===== src/rtl/core/lew_pkg.sv =====
// Package for the line editor with word wrap.
// Holds widths, reset values, result codes and the command and status
// structs shared by the controller, the datapath and the top level.
`timescale 1ns / 1ps
`default_nettype none

package lew_pkg;

	localparam int LINE_WIDTH_DEF = 40;
	localparam int BYTE_W         = 8;
	localparam int CNT_W          = 6;
	localparam int ACT_W          = 3;
	localparam int CFG_IDX_W      = 3;

	localparam logic [BYTE_W-1:0] ERASE_RST  = 8'd127;
	localparam logic [BYTE_W-1:0] KILL_RST   = 8'd21;
	localparam logic [BYTE_W-1:0] WERASE_RST = 8'd23;
	localparam logic [BYTE_W-1:0] END_RST    = 8'd4;
	localparam logic [BYTE_W-1:0] CH_NEWLINE = 8'h0A;

	localparam logic [CFG_IDX_W-1:0] REG_ERASE  = 3'd0;
	localparam logic [CFG_IDX_W-1:0] REG_KILL   = 3'd1;
	localparam logic [CFG_IDX_W-1:0] REG_WERASE = 3'd2;
	localparam logic [CFG_IDX_W-1:0] REG_END    = 3'd3;

	typedef enum logic [ACT_W-1:0] {
		ACT_ECHO    = 3'd0,
		ACT_ERASE   = 3'd1,
		ACT_NEWLINE = 3'd2,
		ACT_BELL    = 3'd3,
		ACT_END     = 3'd4
	} action_t;

	typedef enum logic [1:0] {
		ECHO_NONE  = 2'd0,
		ECHO_BYTE  = 2'd1,
		ECHO_RDATA = 2'd2
	} echo_src_t;

	typedef enum logic [2:0] {
		CNT_NONE      = 3'd0,
		CNT_ONE       = 3'd1,
		CNT_CURSOR    = 3'd2,
		CNT_CUR_MIN_P = 3'd3,
		CNT_LINE_MIN_P = 3'd4
	} cnt_src_t;

	typedef enum logic [2:0] {
		CUR_HOLD   = 3'd0,
		CUR_INC    = 3'd1,
		CUR_DEC    = 3'd2,
		CUR_ZERO   = 3'd3,
		CUR_FROM_P = 3'd4,
		CUR_LEN    = 3'd5
	} cur_op_t;

	typedef enum logic [2:0] {
		P_HOLD     = 3'd0,
		P_CURSOR   = 3'd1,
		P_LAST_COL = 3'd2,
		P_ZERO     = 3'd3,
		P_DEC      = 3'd4,
		P_INC      = 3'd5
	} p_op_t;

	typedef enum logic [1:0] {
		I_HOLD = 2'd0,
		I_ZERO = 2'd1,
		I_INC  = 2'd2
	} i_op_t;

	typedef enum logic {
		RD_PM1 = 1'b0,
		RD_P   = 1'b1
	} rd_sel_t;

	typedef struct packed {
		logic      load_byte;
		logic      push;
		action_t   act;
		echo_src_t echo_src;
		cnt_src_t  cnt_src;
		logic      last;
		cur_op_t   cur_op;
		p_op_t     p_op;
		i_op_t     i_op;
		logic      rd_en;
		rd_sel_t   rd_sel;
		logic      wr_byte;
		logic      wr_copy;
		logic      set_finished;
	} lew_cmd_t;

	typedef struct packed {
		logic finished;
		logic is_erase;
		logic is_kill;
		logic is_werase;
		logic is_nl;
		logic is_end;
		logic is_print;
		logic byte_space;
		logic cur_zero;
		logic at_last_col;
		logic p_zero;
		logic p_eq_cursor;
		logic p_at_end;
		logic rd_space;
		logic out_free;
	} lew_status_t;

endpackage

`default_nettype wire


===== src/rtl/core/lew_ctrl.sv =====
// Controller of the line editor: sequences decode, word-erase scan,
// wrap scan and word copy. Depends on lew_pkg for command and status types.
`timescale 1ns / 1ps
`default_nettype none

module lew_ctrl
	import lew_pkg::*;
(
	input  wire logic        clk,
	input  wire logic        arst_n,
	input  wire logic        in_valid,
	output logic             in_stall,
	input  wire lew_status_t st,
	output lew_cmd_t         cmd
);

	typedef enum logic [12:0] {
		S_IDLE      = 13'h0001,
		S_DECODE    = 13'h0002,
		S_WE_NS_RD  = 13'h0004,
		S_WE_NS_CHK = 13'h0008,
		S_WE_SP_RD  = 13'h0010,
		S_WE_SP_CHK = 13'h0020,
		S_WE_OUT    = 13'h0040,
		S_WR_RD     = 13'h0080,
		S_WR_CHK    = 13'h0100,
		S_WR_ERASE  = 13'h0200,
		S_WR_NL     = 13'h0400,
		S_CP_RD     = 13'h0800,
		S_CP_CHK    = 13'h1000
	} state_t;

	state_t state_q, state_d;

	assign in_stall = (state_q != S_IDLE);

	always_ff @(posedge clk or negedge arst_n) begin
		if (!arst_n) begin
			state_q <= S_IDLE;
		end else begin
			state_q <= state_d;
		end
	end

	always_comb begin
		state_d = state_q;
		cmd     = '0;
		unique case (state_q)
			S_IDLE: begin
				if (in_valid) begin
					cmd.load_byte = 1'b1;
					state_d       = S_DECODE;
				end
			end
			S_DECODE: begin
				priority if (st.finished) begin
					state_d = S_IDLE;
				end else if (st.is_erase) begin
					if (st.out_free) begin
						cmd.push    = 1'b1;
						cmd.act     = ACT_ERASE;
						cmd.cnt_src = CNT_ONE;
						cmd.last    = 1'b1;
						cmd.cur_op  = CUR_DEC;
						state_d     = S_IDLE;
					end
				end else if (st.is_kill) begin
					if (st.cur_zero) begin
						state_d = S_IDLE;
					end else if (st.out_free) begin
						cmd.push    = 1'b1;
						cmd.act     = ACT_ERASE;
						cmd.cnt_src = CNT_CURSOR;
						cmd.last    = 1'b1;
						cmd.cur_op  = CUR_ZERO;
						state_d     = S_IDLE;
					end
				end else if (st.is_werase) begin
					cmd.p_op = P_CURSOR;
					state_d  = S_WE_NS_RD;
				end else if (st.is_nl) begin
					if (st.out_free) begin
						cmd.push   = 1'b1;
						cmd.act    = ACT_NEWLINE;
						cmd.last   = 1'b1;
						cmd.cur_op = CUR_ZERO;
						state_d    = S_IDLE;
					end
				end else if (st.is_end) begin
					if (st.out_free) begin
						cmd.push         = 1'b1;
						cmd.act          = ACT_END;
						cmd.last         = 1'b1;
						cmd.set_finished = 1'b1;
						state_d          = S_IDLE;
					end
				end else if (!st.is_print) begin
					if (st.out_free) begin
						cmd.push = 1'b1;
						cmd.act  = ACT_BELL;
						cmd.last = 1'b1;
						state_d  = S_IDLE;
					end
				end else begin
					if (st.out_free) begin
						cmd.wr_byte  = 1'b1;
						cmd.push     = 1'b1;
						cmd.act      = ACT_ECHO;
						cmd.echo_src = ECHO_BYTE;
						if (st.at_last_col) begin
							if (st.byte_space) begin
								cmd.p_op = P_ZERO;
								state_d  = S_WR_ERASE;
							end else begin
								cmd.p_op = P_LAST_COL;
								state_d  = S_WR_RD;
							end
						end else begin
							cmd.last   = 1'b1;
							cmd.cur_op = CUR_INC;
							state_d    = S_IDLE;
						end
					end
				end
			end
			S_WE_NS_RD: begin
				if (st.p_zero) begin
					state_d = S_WE_OUT;
				end else begin
					cmd.rd_en  = 1'b1;
					cmd.rd_sel = RD_PM1;
					state_d    = S_WE_NS_CHK;
				end
			end
			S_WE_NS_CHK: begin
				if (!st.rd_space) begin
					cmd.p_op = P_DEC;
					state_d  = S_WE_NS_RD;
				end else begin
					state_d = S_WE_SP_CHK;
				end
			end
			S_WE_SP_RD: begin
				if (st.p_zero) begin
					state_d = S_WE_OUT;
				end else begin
					cmd.rd_en  = 1'b1;
					cmd.rd_sel = RD_PM1;
					state_d    = S_WE_SP_CHK;
				end
			end
			S_WE_SP_CHK: begin
				if (st.rd_space) begin
					cmd.p_op = P_DEC;
					state_d  = S_WE_SP_RD;
				end else begin
					state_d = S_WE_OUT;
				end
			end
			S_WE_OUT: begin
				if (st.p_eq_cursor) begin
					state_d = S_IDLE;
				end else if (st.out_free) begin
					cmd.push    = 1'b1;
					cmd.act     = ACT_ERASE;
					cmd.cnt_src = CNT_CUR_MIN_P;
					cmd.last    = 1'b1;
					cmd.cur_op  = CUR_FROM_P;
					state_d     = S_IDLE;
				end
			end
			S_WR_RD: begin
				if (st.p_zero) begin
					state_d = S_WR_ERASE;
				end else begin
					cmd.rd_en  = 1'b1;
					cmd.rd_sel = RD_PM1;
					state_d    = S_WR_CHK;
				end
			end
			S_WR_CHK: begin
				if (!st.rd_space) begin
					cmd.p_op = P_DEC;
					state_d  = S_WR_RD;
				end else begin
					state_d = S_WR_ERASE;
				end
			end
			S_WR_ERASE: begin
				if (st.out_free) begin
					cmd.push = 1'b1;
					if (st.p_zero) begin
						cmd.act    = ACT_NEWLINE;
						cmd.last   = 1'b1;
						cmd.cur_op = CUR_ZERO;
						state_d    = S_IDLE;
					end else begin
						cmd.act     = ACT_ERASE;
						cmd.cnt_src = CNT_LINE_MIN_P;
						cmd.cur_op  = CUR_LEN;
						state_d     = S_WR_NL;
					end
				end
			end
			S_WR_NL: begin
				if (st.out_free) begin
					cmd.push = 1'b1;
					cmd.act  = ACT_NEWLINE;
					cmd.i_op = I_ZERO;
					state_d  = S_CP_RD;
				end
			end
			S_CP_RD: begin
				cmd.rd_en  = 1'b1;
				cmd.rd_sel = RD_P;
				state_d    = S_CP_CHK;
			end
			S_CP_CHK: begin
				if (st.out_free) begin
					cmd.wr_copy  = 1'b1;
					cmd.push     = 1'b1;
					cmd.act      = ACT_ECHO;
					cmd.echo_src = ECHO_RDATA;
					cmd.last     = st.p_at_end;
					cmd.p_op     = P_INC;
					cmd.i_op     = I_INC;
					state_d      = st.p_at_end ? S_IDLE : S_CP_RD;
				end
			end
			default: begin
				state_d = S_IDLE;
			end
		endcase
	end

endmodule

`default_nettype wire


===== src/rtl/core/lew_dp.sv =====
// Datapath of the line editor: configuration registers, line memory,
// cursor and scan pointers, result register. Depends on lew_pkg.
`timescale 1ns / 1ps
`default_nettype none

module lew_dp
	import lew_pkg::*;
#(
	parameter int LINE_WIDTH = LINE_WIDTH_DEF
) (
	input  wire logic                 clk,
	input  wire logic                 arst_n,
	input  wire logic                 cfg_we,
	input  wire logic [CFG_IDX_W-1:0] cfg_index,
	input  wire logic [BYTE_W-1:0]    cfg_wdata,
	input  wire logic [BYTE_W-1:0]    typed_byte,
	input  wire lew_cmd_t             cmd,
	output lew_status_t               st,
	output logic                      out_valid,
	input  wire logic                 out_stall,
	output logic [ACT_W-1:0]          action,
	output logic [BYTE_W-1:0]         echo_byte,
	output logic [CNT_W-1:0]          erase_count,
	output logic                      last
);

	localparam int AW = (LINE_WIDTH > 1) ? $clog2(LINE_WIDTH) : 1;
	localparam logic [CNT_W-1:0] LAST_COL = CNT_W'(LINE_WIDTH - 1);
	localparam logic [CNT_W-1:0] LINE_LEN = CNT_W'(LINE_WIDTH);

	logic [BYTE_W-1:0] erase_q, kill_q, werase_q, end_q;
	logic [BYTE_W-1:0] byte_q;
	logic [CNT_W-1:0]  cursor_q, p_q, i_q;
	logic              finished_q;
	logic [BYTE_W-1:0] line_mem [LINE_WIDTH];
	logic [BYTE_W-1:0] rd_q;
	logic [CNT_W-1:0]  p_m1;
	logic [AW-1:0]     rd_addr, wr_addr;
	logic [BYTE_W-1:0] wr_data;
	logic              out_valid_q;
	logic [BYTE_W-1:0] echo_d;
	logic [CNT_W-1:0]  cnt_d;

	function automatic logic is_space(input logic [BYTE_W-1:0] c);
		return (c == 8'h20) || ((c >= 8'h09) && (c <= 8'h0D));
	endfunction

	always_ff @(posedge clk or negedge arst_n) begin
		if (!arst_n) begin
			erase_q  <= ERASE_RST;
			kill_q   <= KILL_RST;
			werase_q <= WERASE_RST;
			end_q    <= END_RST;
		end else if (cfg_we) begin
			if (cfg_index == REG_ERASE)  erase_q  <= cfg_wdata;
			if (cfg_index == REG_KILL)   kill_q   <= cfg_wdata;
			if (cfg_index == REG_WERASE) werase_q <= cfg_wdata;
			if (cfg_index == REG_END)    end_q    <= cfg_wdata;
		end
	end

	always_ff @(posedge clk) begin
		if (cmd.load_byte) byte_q <= typed_byte;
	end

	always_ff @(posedge clk or negedge arst_n) begin
		if (!arst_n) begin
			cursor_q   <= '0;
			finished_q <= 1'b0;
		end else begin
			if (cmd.set_finished) finished_q <= 1'b1;
			unique case (cmd.cur_op)
				CUR_HOLD:   cursor_q <= cursor_q;
				CUR_INC:    cursor_q <= cursor_q + 1'b1;
				CUR_DEC:    cursor_q <= cursor_q - 1'b1;
				CUR_ZERO:   cursor_q <= '0;
				CUR_FROM_P: cursor_q <= p_q;
				CUR_LEN:    cursor_q <= LINE_LEN - p_q;
				default:    cursor_q <= cursor_q;
			endcase
		end
	end

	always_ff @(posedge clk) begin
		unique case (cmd.p_op)
			P_HOLD:     p_q <= p_q;
			P_CURSOR:   p_q <= cursor_q;
			P_LAST_COL: p_q <= LAST_COL;
			P_ZERO:     p_q <= '0;
			P_DEC:      p_q <= p_m1;
			P_INC:      p_q <= p_q + 1'b1;
			default:    p_q <= p_q;
		endcase
		unique case (cmd.i_op)
			I_HOLD:  i_q <= i_q;
			I_ZERO:  i_q <= '0;
			I_INC:   i_q <= i_q + 1'b1;
			default: i_q <= i_q;
		endcase
	end

	assign p_m1    = p_q - 1'b1;
	assign rd_addr = (cmd.rd_sel == RD_PM1) ? p_m1[AW-1:0] : p_q[AW-1:0];
	assign wr_addr = cmd.wr_byte ? cursor_q[AW-1:0] : i_q[AW-1:0];
	assign wr_data = cmd.wr_byte ? byte_q : rd_q;

	always_ff @(posedge clk) begin
		if (cmd.wr_byte || cmd.wr_copy) line_mem[wr_addr] <= wr_data;
	end

	always_ff @(posedge clk) begin
		if (cmd.rd_en) rd_q <= line_mem[rd_addr];
	end

	always_comb begin
		unique case (cmd.echo_src)
			ECHO_NONE:  echo_d = '0;
			ECHO_BYTE:  echo_d = byte_q;
			ECHO_RDATA: echo_d = rd_q;
			default:    echo_d = '0;
		endcase
		unique case (cmd.cnt_src)
			CNT_NONE:       cnt_d = '0;
			CNT_ONE:        cnt_d = CNT_W'(1);
			CNT_CURSOR:     cnt_d = cursor_q;
			CNT_CUR_MIN_P:  cnt_d = cursor_q - p_q;
			CNT_LINE_MIN_P: cnt_d = LINE_LEN - p_q;
			default:        cnt_d = '0;
		endcase
	end

	always_ff @(posedge clk or negedge arst_n) begin
		if (!arst_n) begin
			out_valid_q <= 1'b0;
		end else if (cmd.push) begin
			out_valid_q <= 1'b1;
		end else if (!out_stall) begin
			out_valid_q <= 1'b0;
		end
	end

	always_ff @(posedge clk) begin
		if (cmd.push) begin
			action      <= cmd.act;
			echo_byte   <= echo_d;
			erase_count <= cnt_d;
			last        <= cmd.last;
		end
	end

	assign out_valid = out_valid_q;

	always_comb begin
		st.finished    = finished_q;
		st.is_erase    = (cursor_q != '0) && (byte_q == erase_q);
		st.is_kill     = (byte_q == kill_q);
		st.is_werase   = (byte_q == werase_q);
		st.is_nl       = (byte_q == CH_NEWLINE);
		st.is_end      = (cursor_q == '0) && (byte_q == end_q);
		st.is_print    = (byte_q >= 8'h20) && (byte_q <= 8'h7E);
		st.byte_space  = is_space(byte_q);
		st.cur_zero    = (cursor_q == '0);
		st.at_last_col = (cursor_q == LAST_COL);
		st.p_zero      = (p_q == '0);
		st.p_eq_cursor = (p_q == cursor_q);
		st.p_at_end    = (p_q == LAST_COL);
		st.rd_space    = is_space(rd_q);
		st.out_free    = !out_valid_q || !out_stall;
	end

`ifndef ASSERT_OFF
	a_push_free: assert property (@(posedge clk) disable iff (!arst_n)
		cmd.push |-> (!out_valid_q || !out_stall))
		else $error("result register overwritten");
	a_cursor_range: assert property (@(posedge clk) disable iff (!arst_n)
		cursor_q < LINE_LEN)
		else $error("cursor out of line");
	a_copy_order: assert property (@(posedge clk) disable iff (!arst_n)
		cmd.wr_copy |-> (i_q < p_q))
		else $error("copy destination not below source");
	a_scan_read: assert property (@(posedge clk) disable iff (!arst_n)
		(cmd.rd_en && (cmd.rd_sel == RD_PM1)) |-> (p_q != '0))
		else $error("scan read below column zero");
`endif

endmodule

`default_nettype wire


===== src/rtl/core/line_editor_word_wrap.sv =====
// Line editor with word wrap: one typed byte in, zero or more echo words out.
// Built from lew_ctrl and lew_dp; depends on lew_pkg.
//
// A plain byte is registered on acceptance and then decoded into its result
// word, which waits out any output stall. Word erase scans the line memory
// backward, reading and then testing each character examined, since each
// memory read is registered before it is tested. A wrap scans the characters
// of the last word, emits the erase word (if a word is moved) and the newline
// word and re-echoes the moved characters; a byte arriving while a wrap is in
// progress is held off by in_stall. The line memory needs no clearing after
// reset. Write configuration only while the block is idle.
`timescale 1ns / 1ps
`default_nettype none

module line_editor_word_wrap
	import lew_pkg::*;
#(
	parameter int LINE_WIDTH = LINE_WIDTH_DEF
) (
	input  wire logic                 clk,
	input  wire logic                 arst_n,
	input  wire logic                 cfg_we,
	input  wire logic [CFG_IDX_W-1:0] cfg_index,
	input  wire logic [BYTE_W-1:0]    cfg_wdata,
	input  wire logic                 in_valid,
	output logic                      in_stall,
	input  wire logic [BYTE_W-1:0]    typed_byte,
	output logic                      out_valid,
	input  wire logic                 out_stall,
	output logic [ACT_W-1:0]          action,
	output logic [BYTE_W-1:0]         echo_byte,
	output logic [CNT_W-1:0]          erase_count,
	output logic                      last
);

	lew_cmd_t    cmd;
	lew_status_t st;

	lew_ctrl u_ctrl (
		.clk      (clk),
		.arst_n   (arst_n),
		.in_valid (in_valid),
		.in_stall (in_stall),
		.st       (st),
		.cmd      (cmd)
	);

	lew_dp #(
		.LINE_WIDTH (LINE_WIDTH)
	) u_dp (
		.clk         (clk),
		.arst_n      (arst_n),
		.cfg_we      (cfg_we),
		.cfg_index   (cfg_index),
		.cfg_wdata   (cfg_wdata),
		.typed_byte  (typed_byte),
		.cmd         (cmd),
		.st          (st),
		.out_valid   (out_valid),
		.out_stall   (out_stall),
		.action      (action),
		.echo_byte   (echo_byte),
		.erase_count (erase_count),
		.last        (last)
	);

endmodule

`default_nettype wire


===== config.mk =====
export PLATFORM = sky130hd
export DESIGN_NAME = line_editor_word_wrap
export DESIGN_NICKNAME = d
export VERILOG_FILES = /design/src/rtl/core/lew_pkg.sv /design/src/rtl/core/lew_ctrl.sv /design/src/rtl/core/lew_dp.sv /design/src/rtl/core/line_editor_word_wrap.sv
export SDC_FILE = /design/constraint.sdc
export NUM_CORES = 1
export LEC_CHECK = 0
export BUFFER_PORTS_ARGS = -buffer_cell sky130_fd_sc_hd__buf_2
export CAP_MARGIN = 20
export CORE_MARGIN = 3
export CORE_UTILIZATION = 60
export CTS_BUF_LIST = sky130_fd_sc_hd__clkbuf_8
export DETAILED_ROUTE_END_ITERATION = 10
export GPL_TIMING_DRIVEN = 0
export HOLD_SLACK_MARGIN = 0.06
export PLACE_DENSITY = 0.76
export SYNTH_ARGS = -nofsm -noshare
export SYNTH_HDL_FRONTEND = slang
export SYNTH_SLANG_ARGS = --single-unit

===== constraint.sdc =====
create_clock -name clk -period 4.6 [get_ports clk]
set_input_delay 0.46 -clock clk [delete_from_list [all_inputs] [get_ports clk]]
set_output_delay 0.46 -clock clk [all_outputs]
set_load 0.01 [all_outputs]

==> results.sh <==
export IMPL_synthDistinctLibCells=82
export IMPL_overflow=0
export IMPL_cts_tree="built"
export IMPL_synth_seq_cells=419
export IMPL_synth_area_leaders="edfxtp_1, nand2_1, dfrtp_1"
export IMPL_avgSynthCellArea_um2=11.5
export IMPL_dp_hpwl_um=43100
export IMPL_cts_root_buf="clkbuf_8"
export IMPL_ant_nets=0
export IMPL_setup_viol=0
export IMPL_routed_wirelength_um=61600
export IMPL_powerDensity_nw_per_um2=379
export IMPL_worst_setup_path_end_kind="register"
export IMPL_nets=1980
export IMPL_place_area_um2=21600
export IMPL_cts_sinks=419
export IMPL_viasPerCell=6.60
export IMPL_synth_edf_count=366
export IMPL_ir_worst_vdd_uv=319
export IMPL_maxCapViolations=0
export IMPL_drc=0
export IMPL_final_setup_tns_ns=0
export IMPL_clk_latency_ns=0.64
export IMPL_synth_area_um2=20700
export IMPL_finalPower_mw=8.82
export IMPL_cts_path_max_buffers=3
export IMPL_post_route_min_period_ns=4.50
export IMPL_fin_crit_sh_pct=97.9
export IMPL_cts_htree_levels=3
export IMPL_status="finished clean"
export IMPL_placedCellCount=2304
export IMPL_cp_data_arrival_time_ns=5.06
export IMPL_grt_max_degree=41
export IMPL_first_global_vias=15500
export IMPL_synth_commonest_cells="edfxtp_1, nand2_1, nor2_1, nand3_1, clkbuf_1"
export IMPL_crit_type="reg2reg"
export IMPL_die_w_um=192
export IMPL_path_max_fanout=9
export IMPL_ys_seq_area_share_pct=59.5
export IMPL_finalWeightedCongestion=0.992
export IMPL_first_iter_violations=1789
export IMPL_p_leak_nw=8.24
export IMPL_die_area_um2=36800
export IMPL_grt_antenna_before_repair=0
export IMPL_yosysTopAreaCellShare_pct=53.0
export IMPL_clock_skew_ns=0.0337
export IMPL_synth_cells=1807
export IMPL_synth_warnings=0
export IMPL_slew_headroom_pct=13.2
export IMPL_wl_per_cell_um=25.2
export IMPL_start_util_pct=61.3
export IMPL_ios=44
export IMPL_postLayoutCellArea_um2=23300
export IMPL_synth_top_cell_by_area="edfxtp_1"
export IMPL_clkSlewWorstSetupHoldPaths_ns=0.06
export IMPL_num_rows=67
export IMPL_grt_usage_pct=33.7
export IMPL_timing_hold_violations_final=0
export IMPL_min_path_type="in2reg"
export IMPL_max_freq_ghz=0.222
export IMPL_hold_ws_ns=0.125
export IMPL_synthArstFlopShare_pct=12.6
export IMPL_worst_slew_pin_slew_ns=1.30
export IMPL_grt_pass1_wl_um=91800
export IMPL_synth_most_common_cell="edfxtp_1"
export IMPL_num_vias=16100
export IMPL_postSynth_topFlopCell="edfxtp_1"
export IMPL_finalMaxSlewViolations=0
export IMPL_synth_nets=1848
export IMPL_numCtsBuffers=70
export IMPL_grt_setup_unrepaired="true"
export IMPL_die_h_um=192
export IMPL_stdcell_count=2439
export IMPL_core_um2=33800
export IMPL_cp_start_kind="register"
export IMPL_required_ns=5.16
export IMPL_portBuffers=43
export IMPL_area_growth_pct=12.3
export IMPL_drive_gt1_share_pct=16.1
export IMPL_dr_pass1_iters=6
-- flip-flops by register name (all words and copies together), names as in the netlist, 8 cells and up --
name	cells
u_dp.erase_q	8
u_dp.kill_q	8
u_dp.end_q	8
u_dp.rd_q	8
u_dp.byte_q	8
u_dp.echo_byte	8
u_dp.werase_q	8
u_dp.line_mem	320
u_ctrl.state_q	13
-- through the flow --
stage / setup slack, ns / util, %
final: 0.0983 / 68.9
after global routing: -0.179 / 68.9
after CTS: -0.0323 / 68.6
after detailed placement: -1.03 / 64.0
after global placement: -0.985 / 63.6
after floorplan: 0.773 / -
-- logic make-up after synthesis --
logic type	share of synthesized area (%)
simple gates	16.2
xor+xnor	2.54
fa+ha+maj	1.10
compound gates	10.3
mux	7.43
flops	59.5
buf+inv	2.89
-- critical path, cell delays in order, from the launching register on --
cell      delay [ns]
dfrtp_1         0.53
or3_1           0.50
nand3b_1        0.38
o31ai_4         0.50
o21ai_0         0.17
a21oi_2         0.35
nand2b_1        0.16
nand2_1         0.14
inv_1           0.17
ha_1            0.26
a211oi_1        0.26
o21bai_1        0.11
a21oi_1         0.20
xnor2_1         0.11
nor2_1          0.13
a21oi_1         0.06
o31ai_1         0.25
o22a_1          0.18
-- per-layer routing --
layer	share of wire, %	GRT usage, %
met1	37	42.6
met2	47	54.5
met3	9.2	6.04
met4	7.0	20.2
met5	0	0
-- timing repair --
item / in CTS / in global routing
gates cloned: 0 / 0
pin swaps: 1 / 1
gates resized for setup: 27 / 39
setup endpoints to repair: 47 / 339
setup buffers: 3 / 2
hold buffers: 9 / 0
endpoints found under the hold margin: 22 / 0
-- cell type report --
type                            count  area [um2]
Sequential cell                   419       12300
Fill cell                        2453       10500
Multi-Input combinational cell   1247        7990
Clock buffer                       75        1030
Tap cell                          448         561
Buffer                            111         510
Timing Repair Buffer               63         444
Clock inverter                     48         299
Inverter                           27         105
Antenna cell                        1        2.50
-- final timing paths --
kind                       slack [ns]  cells after the start             start                end
setup / recovery                  0.1                     17  u_dp.cursor_q[5]   u_dp.cursor_q[5]
hold / removal                   0.13                      2      cfg_wdata[4]    u_dp.erase_q[4]
setup reg to reg                  0.1                     17  u_dp.cursor_q[5]   u_dp.cursor_q[5]
hold reg to reg                  0.53                      1    u_dp.kill_q[5]     u_dp.kill_q[5]
max in group asynchronous        3.67                      3            arst_n    u_dp.erase_q[6]
min in group asynchronous        0.30                      2            arst_n  u_ctrl.state_q[7]
-- cells in the final DEF, fill, tap and decap left out, types with 32 or more instances in the layout --
cell	count
dfrtp_1	37
edfxtp_1	366
nand3_1	112
clkbuf_8	75
xnor2_1	39
mux2i_1	78
buf_2	58
a31oi_1	49
nand4_1	32
o21ai_0	47
mux2_2	44
clkbuf_1	64
nor2_1	114
inv_1	42
nand2_1	301
a21oi_1	54
-- power by group --
group	leakage [nW]	internal (mW)	switching, mW
Combinational	3.57	0.475	0.725
Sequential	3.91	4.30	0.139
Clock	0.750	1.68	1.51
Total	8.24	6.45	2.37
No activity file was read; power rests on OpenSTA's default activity.
